**src/rtl/mbld_pkg.sv**
```systemverilog
`default_nettype none
package mbld_pkg;

    localparam int MAX_BUTTONS     = 16;
    localparam int DEF_BUTTONS     = 16;
    localparam int DEF_TIMER_BITS  = 16;
    localparam int SAMPLE_BITS     = 16;
    localparam int BUTTON_IDX_BITS = 4;
    localparam int INTERVAL_BITS   = 16;
    localparam int CFG_DATA_BITS   = 64;
    localparam int CFG_IDX_BITS    = 3;
    localparam int LANES_PER_WORD  = CFG_DATA_BITS / INTERVAL_BITS;

    localparam logic [CFG_IDX_BITS-1:0] REG_BUTTON_ENABLE = 3'd0;
    localparam logic [CFG_IDX_BITS-1:0] REG_INTERVAL_0    = 3'd1;

    localparam logic FUNC_TICK   = 1'b0;
    localparam logic FUNC_SAMPLE = 1'b1;

    typedef struct packed {
        logic tick;
        logic sample;
    } lane_ctrl_t;

endpackage
`default_nettype wire

```
**src/rtl/mbld_lane.sv**
```systemverilog
`default_nettype none
module mbld_lane #(
    parameter int TIMER_BITS = mbld_pkg::DEF_TIMER_BITS
) (
    input  wire                     aclk,
    input  wire                     aresetn,
    input  wire mbld_pkg::lane_ctrl_t ctrl,
    input  wire                     level,
    input  wire                     enable,
    input  wire  [TIMER_BITS-1:0]   interval,
    output logic                    event_hit
);
    import mbld_pkg::*;

    logic                  stored_reg;
    logic [TIMER_BITS-1:0] timer_reg;
    logic                  timer_zero;

    assign timer_zero = (timer_reg == '0);
    assign event_hit  = enable && timer_zero && (level != stored_reg);

    always_ff @(posedge aclk) begin
        if (!aresetn) begin
            stored_reg <= 1'b0;
            timer_reg  <= '0;
        end else if (ctrl.tick) begin
            if (!timer_zero) begin
                timer_reg <= timer_reg - TIMER_BITS'(1);
            end
        end else if (ctrl.sample) begin
            if (!enable) begin
                stored_reg <= level;
            end else if (event_hit) begin
                stored_reg <= level;
                timer_reg  <= interval;
            end
        end
    end

endmodule
`default_nettype wire

```
**src/rtl/mbld_merge.sv**
```systemverilog
`default_nettype none
module mbld_merge #(
    parameter int BUTTONS = mbld_pkg::DEF_BUTTONS
) (
    input  wire                                       aclk,
    input  wire                                       aresetn,
    input  wire                                       load,
    input  wire  [BUTTONS-1:0]                        load_mask,
    input  wire  [mbld_pkg::SAMPLE_BITS-1:0]          load_sample,
    output logic                                      pending,
    output logic                                      m_valid,
    input  wire                                       m_ready,
    output logic [mbld_pkg::BUTTON_IDX_BITS-1:0]      m_event_button,
    output logic                                      m_event_level,
    output logic [mbld_pkg::SAMPLE_BITS-1:0]          m_event_sample,
    output logic                                      m_last_event
);
    import mbld_pkg::*;

    logic [BUTTONS-1:0]         mask_reg;
    logic [SAMPLE_BITS-1:0]     sample_reg;
    logic [BUTTONS-1:0]         remain;
    logic [BUTTON_IDX_BITS-1:0] sel;
    logic                       advance;

    logic                       valid_reg;
    logic [BUTTON_IDX_BITS-1:0] button_reg;
    logic                       level_reg;
    logic [SAMPLE_BITS-1:0]     out_sample_reg;
    logic                       last_reg;

    always_comb begin
        sel = '0;
        for (int i = BUTTONS - 1; i >= 0; i--) begin
            if (mask_reg[i]) begin
                sel = BUTTON_IDX_BITS'(i);
            end
        end
    end

    assign remain  = mask_reg & (mask_reg - BUTTONS'(1));
    assign pending = (mask_reg != '0);
    assign advance = pending && (!valid_reg || m_ready);

    always_ff @(posedge aclk) begin
        if (!aresetn) begin
            mask_reg  <= '0;
            valid_reg <= 1'b0;
        end else begin
            if (load) begin
                mask_reg <= load_mask;
            end else if (advance) begin
                mask_reg <= remain;
            end
            if (advance) begin
                valid_reg <= 1'b1;
            end else if (m_ready) begin
                valid_reg <= 1'b0;
            end
        end
    end

    always_ff @(posedge aclk) begin
        if (load) begin
            sample_reg <= load_sample;
        end
        if (advance) begin
            button_reg     <= sel;
            level_reg      <= sample_reg[sel];
            out_sample_reg <= sample_reg;
            last_reg       <= (remain == '0);
        end
    end

    assign m_valid        = valid_reg;
    assign m_event_button = button_reg;
    assign m_event_level  = level_reg;
    assign m_event_sample = out_sample_reg;
    assign m_last_event   = last_reg;

endmodule
`default_nettype wire

```
**src/rtl/multi_button_lockout_debouncer.sv**
```systemverilog
`default_nettype none
// Every button has its own lane with a stored level and a lockout timer; all lanes act in the
// cycle an item is accepted. A tick or a sample without events yields no result.
// A sample with events registers its hit mask in the merge stage; each event then moves into the
// output register, one per cycle while m_ready is high; s_ready stays low until the last has moved.
// Synchronous active-low reset clears levels, timers, enables, intervals and the output queue.
module multi_button_lockout_debouncer #(
    parameter int BUTTONS    = mbld_pkg::DEF_BUTTONS,
    parameter int TIMER_BITS = mbld_pkg::DEF_TIMER_BITS
) (
    input  wire                                       aclk,
    input  wire                                       aresetn,
    input  wire                                       cfg_wr_en,
    input  wire  [mbld_pkg::CFG_IDX_BITS-1:0]         cfg_index,
    input  wire  [mbld_pkg::CFG_DATA_BITS-1:0]        cfg_data,
    input  wire                                       s_valid,
    output logic                                      s_ready,
    input  wire                                       s_func,
    input  wire  [mbld_pkg::SAMPLE_BITS-1:0]          s_sample_bits,
    output logic                                      m_valid,
    input  wire                                       m_ready,
    output logic [mbld_pkg::BUTTON_IDX_BITS-1:0]      m_event_button,
    output logic                                      m_event_level,
    output logic [mbld_pkg::SAMPLE_BITS-1:0]          m_event_sample,
    output logic                                      m_last_event
);
    import mbld_pkg::*;

    logic [BUTTONS-1:0]    enable_reg;
    logic [TIMER_BITS-1:0] interval_reg [BUTTONS];
    logic [BUTTONS-1:0]    hits;
    logic                  accept;
    logic                  pending;
    lane_ctrl_t            ctrl;

    assign s_ready     = !pending;
    assign accept      = s_valid && s_ready;
    assign ctrl.tick   = accept && (s_func == FUNC_TICK);
    assign ctrl.sample = accept && (s_func == FUNC_SAMPLE);

    always_ff @(posedge aclk) begin
        if (!aresetn) begin
            enable_reg <= '0;
        end else if (cfg_wr_en && (cfg_index == REG_BUTTON_ENABLE)) begin
            enable_reg <= cfg_data[BUTTONS-1:0];
        end
    end

    for (genvar b = 0; b < BUTTONS; b++) begin : g_lane
        localparam int WORD  = b / LANES_PER_WORD;
        localparam int SHIFT = (b % LANES_PER_WORD) * INTERVAL_BITS;

        always_ff @(posedge aclk) begin
            if (!aresetn) begin
                interval_reg[b] <= '0;
            end else if (cfg_wr_en
                         && (cfg_index == CFG_IDX_BITS'(int'(REG_INTERVAL_0) + WORD))) begin
                interval_reg[b] <= cfg_data[SHIFT +: TIMER_BITS];
            end
        end

        mbld_lane #(
            .TIMER_BITS(TIMER_BITS)
        ) u_lane (
            .aclk      (aclk),
            .aresetn   (aresetn),
            .ctrl      (ctrl),
            .level     (s_sample_bits[b]),
            .enable    (enable_reg[b]),
            .interval  (interval_reg[b]),
            .event_hit (hits[b])
        );
    end

    mbld_merge #(
        .BUTTONS(BUTTONS)
    ) u_merge (
        .aclk           (aclk),
        .aresetn        (aresetn),
        .load           (ctrl.sample),
        .load_mask      (hits),
        .load_sample    (s_sample_bits),
        .pending        (pending),
        .m_valid        (m_valid),
        .m_ready        (m_ready),
        .m_event_button (m_event_button),
        .m_event_level  (m_event_level),
        .m_event_sample (m_event_sample),
        .m_last_event   (m_last_event)
    );

endmodule
`default_nettype wire
```
**config.mk**
```make
export PLATFORM = sky130hd
export DESIGN_NAME = multi_button_lockout_debouncer
export DESIGN_NICKNAME = d
export VERILOG_FILES = /design/src/rtl/mbld_pkg.sv /design/src/rtl/mbld_lane.sv /design/src/rtl/mbld_merge.sv /design/src/rtl/multi_button_lockout_debouncer.sv
export SDC_FILE = /design/constraint.sdc
export NUM_CORES = 1
export LEC_CHECK = 0
export BUFFER_PORTS_ARGS = -buffer_cell sky130_fd_sc_hd__buf_2
export CELL_PAD_IN_SITES_DETAIL_PLACEMENT = 2
export CELL_PAD_IN_SITES_GLOBAL_PLACEMENT = 2
export CORE_AREA = 2 2 225 338
export CTS_CLUSTER_DIAMETER = 50
export CTS_CLUSTER_SIZE = 16
export DETAILED_ROUTE_END_ITERATION = 10
export DIE_AREA = 0 0 227 340
export PLACE_DENSITY_LB_ADDON = 0.1
export SLEW_MARGIN = 10
export SYNTH_ARGS = -nofsm -noshare
export SYNTH_HDL_FRONTEND = slang
export SYNTH_SLANG_ARGS = --single-unit
```
**constraint.sdc**
```tcl
create_clock -name aclk -period 7.3 [get_ports aclk]
set_input_delay 0.73 -clock aclk [delete_from_list [all_inputs] [get_ports aclk]]
set_output_delay 0.73 -clock aclk [all_outputs]
set_load 0.005 [all_outputs]
```
=== After elaboration in Yosys (flattened, before gate mapping) ===
Memory sizes are Yosys's and may differ from the RTL's.
Index checks and enable logic that the tools add are counted.
W data, S select, Z words.

* Register bits after elaboration: 343
* Memory bits (writable): 256
* Memories: 1

{| class="wikitable"
|+ Memory list
! memory !! depth !! width !! rd ports !! clocked after memory_dff !! wr ports !! RTL line !! source
|-
| interval_reg || 16 || 16 || 16 || 0 || 16 || multi_button_lockout_debouncer.sv:30 || <nowiki>logic [TIMER_BITS-1:0] interval_reg [BUTTONS];</nowiki>
|}

* $add $sub $neg: 17
* $lt $le $gt $ge: 1
* Equality and inequality tests: 52
* Muxes and demuxes: 163
* Bitwise gates (word level): 19
* Reductions and logical operators: 130

{| class="wikitable"
|+ Operators with widths
! cell !! number
|-
| $mux W16 || 98
|-
| $logic_not A16 Y1 || 17
|-
| $sub A16 B1 Y16 const B || 17
|-
| $reduce_bool A2 Y1 || 35
|-
| $mux W4 || 16
|-
| $reduce_and A4 Y1 || 16
|-
| $mux W1 || 48
|-
| $reduce_and A3 Y1 || 16
|-
| $logic_and A1 B1 Y1 || 41
|-
| $ne A2 B1 Y1 const B || 16
|-
| $ne A2 B2 Y1 const B || 16
|-
| $and A16 B16 Y16 || 1
|-
| $ne A1 B1 Y1 || 16
|-
| $or A1 B1 Y1 || 16
|-
| $reduce_bool A16 Y1 || 1
|-
| $eq A3 B2 Y1 const B || 2
|-
| $lt A4 B5 Y1 const B || 1
|-
| $bmux W1 S4 || 1
|-
| $eq A3 B1 Y1 const B || 1
|-
| $eq A3 B3 Y1 const B || 1
|-
| $logic_not A3 Y1 || 1
|-
| $logic_not A1 Y1 || 2
|-
| $not A1 Y1 || 2
|-
| $logic_or A1 B1 Y1 || 1
|}

=== Longest topological paths before layout ===
Gate-level depths: netlist of run 1.

* Word-level depth: 18
* Mapped depth: 12
* Gate-level depth less buffers: 9

=== Hierarchy ===
From an unflattened synthesis of run 1, not the netlist that was laid out.

* Cells, all modules: 3590
* Area, all modules: 33789.9 µm²

{| class="wikitable"
|+ Modules (own cells, without submodules)
! module !! times used !! cells each !! area each (µm²)
|-
| mbld_lane (g_lane[0].u_lane ...) || 9 || 167 || 1311.3
|-
| multi_button_lockout_debouncer || 1 || 716 || 10206.0
|-
| mbld_lane (g_lane[10].u_lane ...) || 7 || 167 || 1337.5
|-
| mbld_merge || 1 || 202 || 2419.8
|}

=== Worst setup path after synthesis of run 1 ===
OpenSTA, ideal clock, no wires.

* Kind: in2reg
* Start point: input cfg_wr_en
* End point: memory interval_reg[0][100] (netlist name), enable pin
* Data arrival time: 5.533 ns
* Data required time: 6.718 ns
* Setup slack: 1.185 ns
* Stages: 2
* Buffers on the path: 0
* Cells stage by stage: nand2_1 o31ai_1

{| class="wikitable"
|+ RTL lines
! item !! RTL line !! source
|-
| start, declared || multi_button_lockout_debouncer.sv:13 || <nowiki>input wire cfg_wr_en,</nowiki>
|-
| end, declared || multi_button_lockout_debouncer.sv:30 ||
|}

=== Worst setup path after layout of run 1 ===
* Start point: register g_lane[8].u_lane.timer_reg[0]
* End point: register g_lane[8].u_lane.timer_reg[9]

* Longest elaborated chain between the ends: 5

{| class="wikitable"
|+ Ends and longest elaborated chain
! item !! RTL line !! source
|-
| start, declared || mbld_lane.sv:16 || <nowiki>logic [TIMER_BITS-1:0] timer_reg;</nowiki>
|-
| start signal, assigned || mbld_lane.sv:28 || <nowiki>timer_reg <= timer_reg - TIMER_BITS'(1);</nowiki>
|-
| start signal, assigned || mbld_lane.sv:35 || <nowiki>timer_reg <= interval;</nowiki>
|-
| parallel branches: the longest is 5 deep, another holds $sub A16 B1 Y16 || -- ||
|}

Several ways; the timed one is not identified. The select of a mux whose other input is x is not followed.
A chain may end at the register's enable or synchronous reset.

==> results of run 1 <==
==> logic make-up after synthesis <==
family | synth area share, %
AOI/OAI and AO/OA | 19.9
xor gates and xnor gates | 0.475
adders and majority gates | 0.746
buffers and inverters | 3.75
DFF | 50.6
muxes | 0.886
and+or+nand+nor | 23.6
==> cell type report <==
class	instances	share of cell area (%)
clock inverter	40	1.45
timing repair buffer	150	2.66
sequential	599	45.3
inverter	66	0.775
multi-input combinational	2328	41.3
tap	1000	3.80
clock buffer	69	4.69
==> synthesized netlist by cell type (27+ instances only) <==
master	n	area, um^2
sky130_fd_sc_hd__a21oi_1	334	1670
sky130_fd_sc_hd__nor2_1	306	1150
sky130_fd_sc_hd__dfxtp_1	305	6110
sky130_fd_sc_hd__edfxtp_1	294	8830
sky130_fd_sc_hd__and2_1	275	1720
sky130_fd_sc_hd__nand2_1	261	980
sky130_fd_sc_hd__o21ai_0	211	1060
sky130_fd_sc_hd__clkbuf_1	151	567
sky130_fd_sc_hd__nor3_1	142	711
sky130_fd_sc_hd__nand3_1	67	335
sky130_fd_sc_hd__o211ai_1	67	503
sky130_fd_sc_hd__inv_1	64	240
sky130_fd_sc_hd__nor4_1	64	400
sky130_fd_sc_hd__o31ai_1	56	420
sky130_fd_sc_hd__or3_1	38	238
sky130_fd_sc_hd__buf_2	31	155
sky130_fd_sc_hd__a22oi_1	30	225
sky130_fd_sc_hd__a211oi_1	27	203
sky130_fd_sc_hd__a31oi_1	27	169
==> final timing paths <==
check	slack (ns)	startpoint	depth (start not counted)	end
hold / removal	0.31	s_sample_bits[0]	1	u_merge.sample_reg[0]$_DFFE_PP_
setup reg to reg	3.71	g_lane[8].u_lane.timer_reg[0]$_SDFFE_PN0P_	9	g_lane[8].u_lane.timer_reg[9]$_SDFFE_PN0P_
setup / recovery	3.71	g_lane[8].u_lane.timer_reg[0]$_SDFFE_PN0P_	9	g_lane[8].u_lane.timer_reg[9]$_SDFFE_PN0P_
hold reg to reg	0.45	u_merge.sample_reg[0]$_DFFE_PP_	0	u_merge.m_event_sample[0]$_DFFE_PP_
==> power groups by stage <==
stage	combinational (mW)	sequential [mW]	clock, mW
final	4.80	4.38	3.29
after global placement	4.48	4.39	0
after detailed placement	4.73	4.44	0
after floorplan	3.33	4.31	0
after CTS	4.80	4.37	3.36
after global routing	5.30	4.44	3.46
==> worst max-delay path, delay by kind of cell, from the launching register on <==
family / cells / cell delay, ns
adders and majority gates: 1 / 0.26
DFF: 1 / 0.34
buffers and inverters: 2 / 0.26
and+or+nand+nor: 3 / 1.17
AOI/OAI and AO/OA: 3 / 1.44
==> stage by stage <==
stage / total power, mW / cell area [um^2] / setup slack (ns)
after floorplan: 7.64 / 29500 / 1.19
after global placement: 8.87 / 30900 / 3.48
after global routing: 13.2 / 32900 / 3.38
final: 12.5 / 32900 / 3.71
after detailed placement: 9.17 / 30900 / 3.43
after CTS: 12.5 / 32900 / 3.74
==> routing by layer <==
metal	wire length (um)	share of wire, %	vias to the layer above
met2	59000	52	553
met5	33	0.029	-
met3	4330	3.8	266
met1	43600	39	13362
li1	-	-	11788
met4	5840	5.2	4
==> flow_summary.yaml, run 1 <==
pwr:
  p_int_mw: 7.29
  power.net_switching_mw: 5.17
  ir_worst_vdd_mv: 0.180
  power_frac_seq_pct: 35.1
  combinationalPowerShare_pct: 38.5
  switching_power_share_of_the_total_pct: 41.5
  power.density_nw_per_um2: 379
  power.share.clock_pct: 26.4
  power_leakage_nw: 11.7
detailed_routing:
  routed_wirelength_mm: 113
  dr.pass1.iters: 5
  routed_wl_per_cell_um: 26.5
  drt_iter0_drc: 1547
  drt_drc_violations_left: 0
  routed_via_density: 6.11
  antenna_violating_nets_post_route: 0
  routed-via-count: 25973
floorplan:
  die_area_um2: 77200
  initial_core_util_pct: 39.6
  ioPinCount: 113
  num_rows: 123
  core_area_um2: 74500
  die_y_um: 340
  die-width_um: 227
global_route:
  grt.busiest_layer: "met2"
  gr-total-overflow: 0
  wire_length_of_the_first_global_routing_pass_mm: 173
  antenna_violations_before_repair: 7
  grt_util_met3_pct: 4.06
  first_global_vias: 28688
  grt.met1_usage_pct: 32.6
  groute.usage.overall_pct: 29.2
  grtUsageMet2_pct: 54.1
  grt_max_degree: 148
finish:
  nets: 3308
  final-seq-area_um2: 14900
  layout.cells.most_common_list: "334 x sky130_fd_sc_hd__a21oi_1, 305 x sky130_fd_sc_hd__dfxtp_1, 304 x sky130_fd_sc_hd__nor2_1, 294 x sky130_fd_sc_hd__edfxtp_1, 275 x sky130_fd_sc_hd__and2_1"
  synthToLayoutAreaGrowth_pct: 11.6
  combined_area_of_the_multi_input_logic_cells_um2: 13600
  drive_gt1_share_pct: 10.8
  finish.cell_count_without_fillers: 4252
  n_antenna_cell: 0
  commonest_non_fill_non_tap_cell_in_the_layout: "sky130_fd_sc_hd__a21oi_1"
  final_core_utilization_pct: 44.2
  final.fill_count: 8077
critical_path:
  cp_max_fo: 13
  cp_data_required_time_ns: 7.84
  critPathKind: "reg -> reg"
  crit_path_top_delay_cell: "sky130_fd_sc_hd__a211oi_2"
  endpoint_kind: "flop"
  crit_chain: "inv_1 -> ha_1 -> nor4b_2 -> nand4_1 -> nor2_1 -> inv_1 -> a211oi_2 -> o21ai_0 -> a31o_2"
  arrival_ns: 4.13
  slowest_delay_ns: 0.85
  path_common_cell: "sky130_fd_sc_hd__inv_1"
  critPathLaunchType: "flop"
outcome:
  outcome: "complete, no violations"
timing:
  timing_worst_slew_pin_value_ns: 1.22
  max_slew_margin_pct: 18.1
  report.final.hold_viol_count: 0
  setup_repair_after_global_routing_missed_its_margin: "false"
  totalNegativeSetupSlack_ns: 0
  hold-worst-slack_ns: 0.310
  setup_violations: 0
  fmaxAchievable_mhz: 278
  drv_slew: 0
  fin_crit_sh_pct: 49.2
  clock-skew-final_ns: 0.0306
  fin_crit_ns: 3.59
cts:
  cts_root_buffer: "sky130_fd_sc_hd__clkbuf_16"
  cts-buffers-inserted: 58
  ctsHtreeMaxLevel: 2
  postCtsHoldBufs: 0
  tritoncts: "built"
  worst_setup_hold_path_clk_slew_ns: 0.07
  cts_setup_buffers: 0
  clock-sinks: 599
  clock_latency_ns: 0.66
  cts-resized-gates: 0
  clock_path_buffers: 3
synth:
  postSynth.topFlopCell: "sky130_fd_sc_hd__dfxtp_1"
  synth-edff-count: 294
  yosys_register_bits: 599
  synth.yosys.warnings: 0
  async_flop_share_pct: 0
  syn_inst: 3198
  synth_fp_nets: 3303
  post_synth.cell_area_avg_um2: 9.23
  synthesis.area_um2: 29500
  synth.lib_cells_used.distinct: 96
  ys_seq_area_share_pct: 50.6
placement:
  placed_cells_incl_taps: 4143
  final_replace_weighted_congestion: 0.832
  io_buffer_count: 112
  dp_hpwl_mm: 74.2
hold_path:
  timing.hold.worst.class: "in -> reg"
run:
  maxCapViolCount: 0
Note: power is estimated with default switching activity, not from simulation.
==> inputs of run 2 (changes only) <==
--- a/config.mk
+++ b/config.mk
@@ -8,11 +8,11 @@
 export BUFFER_PORTS_ARGS = -buffer_cell sky130_fd_sc_hd__buf_2
 export CELL_PAD_IN_SITES_DETAIL_PLACEMENT = 2
 export CELL_PAD_IN_SITES_GLOBAL_PLACEMENT = 2
-export CORE_AREA = 2 2 225 338
+export CORE_AREA = 2 2 237 356
 export CTS_CLUSTER_DIAMETER = 50
 export CTS_CLUSTER_SIZE = 16
 export DETAILED_ROUTE_END_ITERATION = 10
-export DIE_AREA = 0 0 227 340
+export DIE_AREA = 0 0 239 358
 export PLACE_DENSITY_LB_ADDON = 0.1
 export SLEW_MARGIN = 10
 export SYNTH_ARGS = -nofsm -noshare
==> constraint.sdc (replaced) <==
create_clock -name aclk -period 3.2 [get_ports aclk]
set_input_delay 0.32 -clock aclk [delete_from_list [all_inputs] [get_ports aclk]]
set_output_delay 0.32 -clock aclk [all_outputs]
set_load 0.005 [all_outputs]
==> run 2 against run 1 <==
Clock power rose by 140%. Clock skew is 0.019 ns lower. Sequential cell count is the same. Die area increased by 11%. Combinational power grew 140%. Final cell count grew 3.8%. Largest power group unchanged.
==> flow_summary.yaml, run 2 (synthesis results as in run 1) <==
detailed_routing:
  routed_via_density: 5.91
  routed_wl_per_cell_um: 26.0
  routed_wirelength_mm: 115
  dr.pass1.iters: 5
  routed-via-count: 26083
  drt_drc_violations_left: 0
  drt_iter0_drc: 1149
  antenna_violating_nets_post_route: 0
timing:
  drv_slew: 0
  fmaxAchievable_mhz: 328
  setup_violations: 0
  totalNegativeSetupSlack_ns: 0
  max_slew_margin_pct: 23.5
  setup_repair_after_global_routing_missed_its_margin: "false"
  fin_crit_sh_pct: 95.3
  report.final.hold_viol_count: 0
  fin_crit_ns: 3.05
  timing_worst_slew_pin_value_ns: 1.15
  clock-skew-final_ns: 0.0120
global_route:
  first_global_vias: 29110
  wire_length_of_the_first_global_routing_pass_mm: 175
  gr-total-overflow: 0
  grt_max_degree: 92
  groute.usage.overall_pct: 26.7
  antenna_violations_before_repair: 2
critical_path:
  worst_r2r_startpoint: "g_lane[12].u_lane.timer_reg[0]$_SDFFE_PN0P_"
  reg2regPathDepth: 8
  endpoint_kind: "flop"
  cp-startpoint: "g_lane[12].u_lane.timer_reg[0]$_SDFFE_PN0P_"
  cp_max_fo: 16
  arrival_ns: 3.60
  reg2reg_slack_ns: 0.15
  cp_data_required_time_ns: 3.75
  timing.rr.end: "g_lane[12].u_lane.timer_reg[13]$_SDFFE_PN0P_"
  critPathKind: "reg -> reg"
  critPathLaunchType: "flop"
pwr:
  switching_power_share_of_the_total_pct: 40.5
  ir_worst_vdd_mv: 0.473
  power.share.clock_pct: 26.7
  power.density_nw_per_um2: 859
  p_int_mw: 17.5
  power_leakage_nw: 12.3
  power.net_switching_mw: 11.9
  power_frac_seq_pct: 34.0
  combinationalPowerShare_pct: 39.3
finish:
  nets: 3416
  drive_gt1_share_pct: 12.9
  commonest_non_fill_non_tap_cell_in_the_layout: "sky130_fd_sc_hd__a21oi_1"
  finalInstanceArea_um2: 34100
  synthToLayoutAreaGrowth_pct: 15.7
  layout.cells.most_common_list: "334 x sky130_fd_sc_hd__a21oi_1, 305 x sky130_fd_sc_hd__dfxtp_1, 304 x sky130_fd_sc_hd__nor2_1, 294 x sky130_fd_sc_hd__edfxtp_1, 275 x sky130_fd_sc_hd__and2_1"
outcome:
  outcome: "complete, no violations"
cts:
  worst_setup_hold_path_clk_slew_ns: 0.07
  clock-sinks: 599
  cts-buffers-inserted: 60
  clock_latency_ns: 0.66
  tritoncts: "built"
  cts_setup_buffers: 0
  ctsHtreeMaxLevel: 2
  clock_path_buffers: 3
  cts_root_buffer: "sky130_fd_sc_hd__clkbuf_16"
hold_path:
  timing.hold.worst.start: "cfg_data[45]"
  timing.hold.worst.class: "in -> reg"
  worstHoldPathCells: 2
  holdPathEnd: "interval_reg[1][109]$_SDFFCE_PN0P_"
run:
  maxCapViolCount: 0
floorplan:
  die_y_um: 358
  core_area_um2: 82300
  die-width_um: 239
  num_rows: 129
  ioPinCount: 113
  initial_core_util_pct: 35.8
  die_area_um2: 85600
placement:
  final_replace_weighted_congestion: 0.865
  io_buffer_count: 112
  dp_hpwl_mm: 77.8
  dpl_cell_area_um2: 31700
run 2: metal layers:
layer | GRT usage [%] | up-vias | part of all wire, %
li1 | - | 11990 | -
met1 | 29.8 | 13397 | 39
met2 | 51.3 | 472 | 54
met3 | 2.76 | 224 | 3.0
met4 | 10.6 | 0 | 4.0
met5 | 0 | - | 0
run 2: how the worst max path moves through the flow:
stage / endpoint / slack, ns
floorplan: interval_reg[1][100]$_SDFFCE_PN0P_ / 0.43
global placement: g_lane[12].u_lane.timer_reg[14]$_SDFFE_PN0P_ / 0.30
detailed placement: g_lane[12].u_lane.timer_reg[13]$_SDFFE_PN0P_ / 0.19
CTS: g_lane[12].u_lane.timer_reg[13]$_SDFFE_PN0P_ / 0.16
global route: g_lane[12].u_lane.timer_reg[1]$_SDFFE_PN0P_ / 0.009
finish: g_lane[12].u_lane.timer_reg[13]$_SDFFE_PN0P_ / 0.15
run 2: power groups by stage:
stage / combinational [mW] / sequential (mW) / clock, mW
floorplan: 7.61 / 9.82 / 0
global placement: 10.9 / 10.0 / 0
detailed placement: 11.4 / 10.1 / 0
CTS: 11.6 / 9.97 / 8.00
global route: 12.7 / 10.1 / 8.29
finish: 11.5 / 9.98 / 7.84
run 2: repair_timing:
item	4_1_cts	5_1_grt
setup endpoints to repair	0	6
hold endpoints to repair	52	0
hold buffers	27	0
gates resized for setup	0	1
run 2: final cells by class:
type	count	area (um^2)
inverter	66	255
fill	8934	48200
sequential	599	14900
tap	1048	1310
timing repair buffer	256	1930
multi-input combinational	2328	13600
antenna	3	7.51
clock buffer	68	1580
clock inverter	44	548
run 2: through the flow:
| stage | total power, mW | cells | hold WS, ns | setup WS (ns) | utilization (%) |
|---|---|---|---|---|---|
| 6_report | 29.3 | 4412 | 0.0313 | 0.150 | 41.5 |
| 5_1_grt | 31.1 | 4409 | 0.0144 | 0.00919 | 41.5 |
| 4_1_cts | 29.5 | 4409 | 0.000147 | 0.156 | 41.5 |
| 3_5_place_dp | 21.5 | 4270 | 0.438 | 0.191 | 38.5 |
| 3_3_place_gp | 21.0 | 4270 | 0.430 | 0.304 | 38.5 |
| 2_1_floorplan | 17.4 | 3198 | 0.419 | 0.432 | - |
run 2: worst max-delay path: stages, from the launching register on:
cell                      delay (ns)
sky130_fd_sc_hd__dfxtp_1        0.35
sky130_fd_sc_hd__inv_1          0.08
sky130_fd_sc_hd__ha_1           0.22
sky130_fd_sc_hd__or3b_2         0.52
sky130_fd_sc_hd__or4_4          0.61
sky130_fd_sc_hd__o21a_1         0.32
sky130_fd_sc_hd__o21ai_4        0.45
sky130_fd_sc_hd__a21oi_1        0.11
sky130_fd_sc_hd__o221a_2        0.27
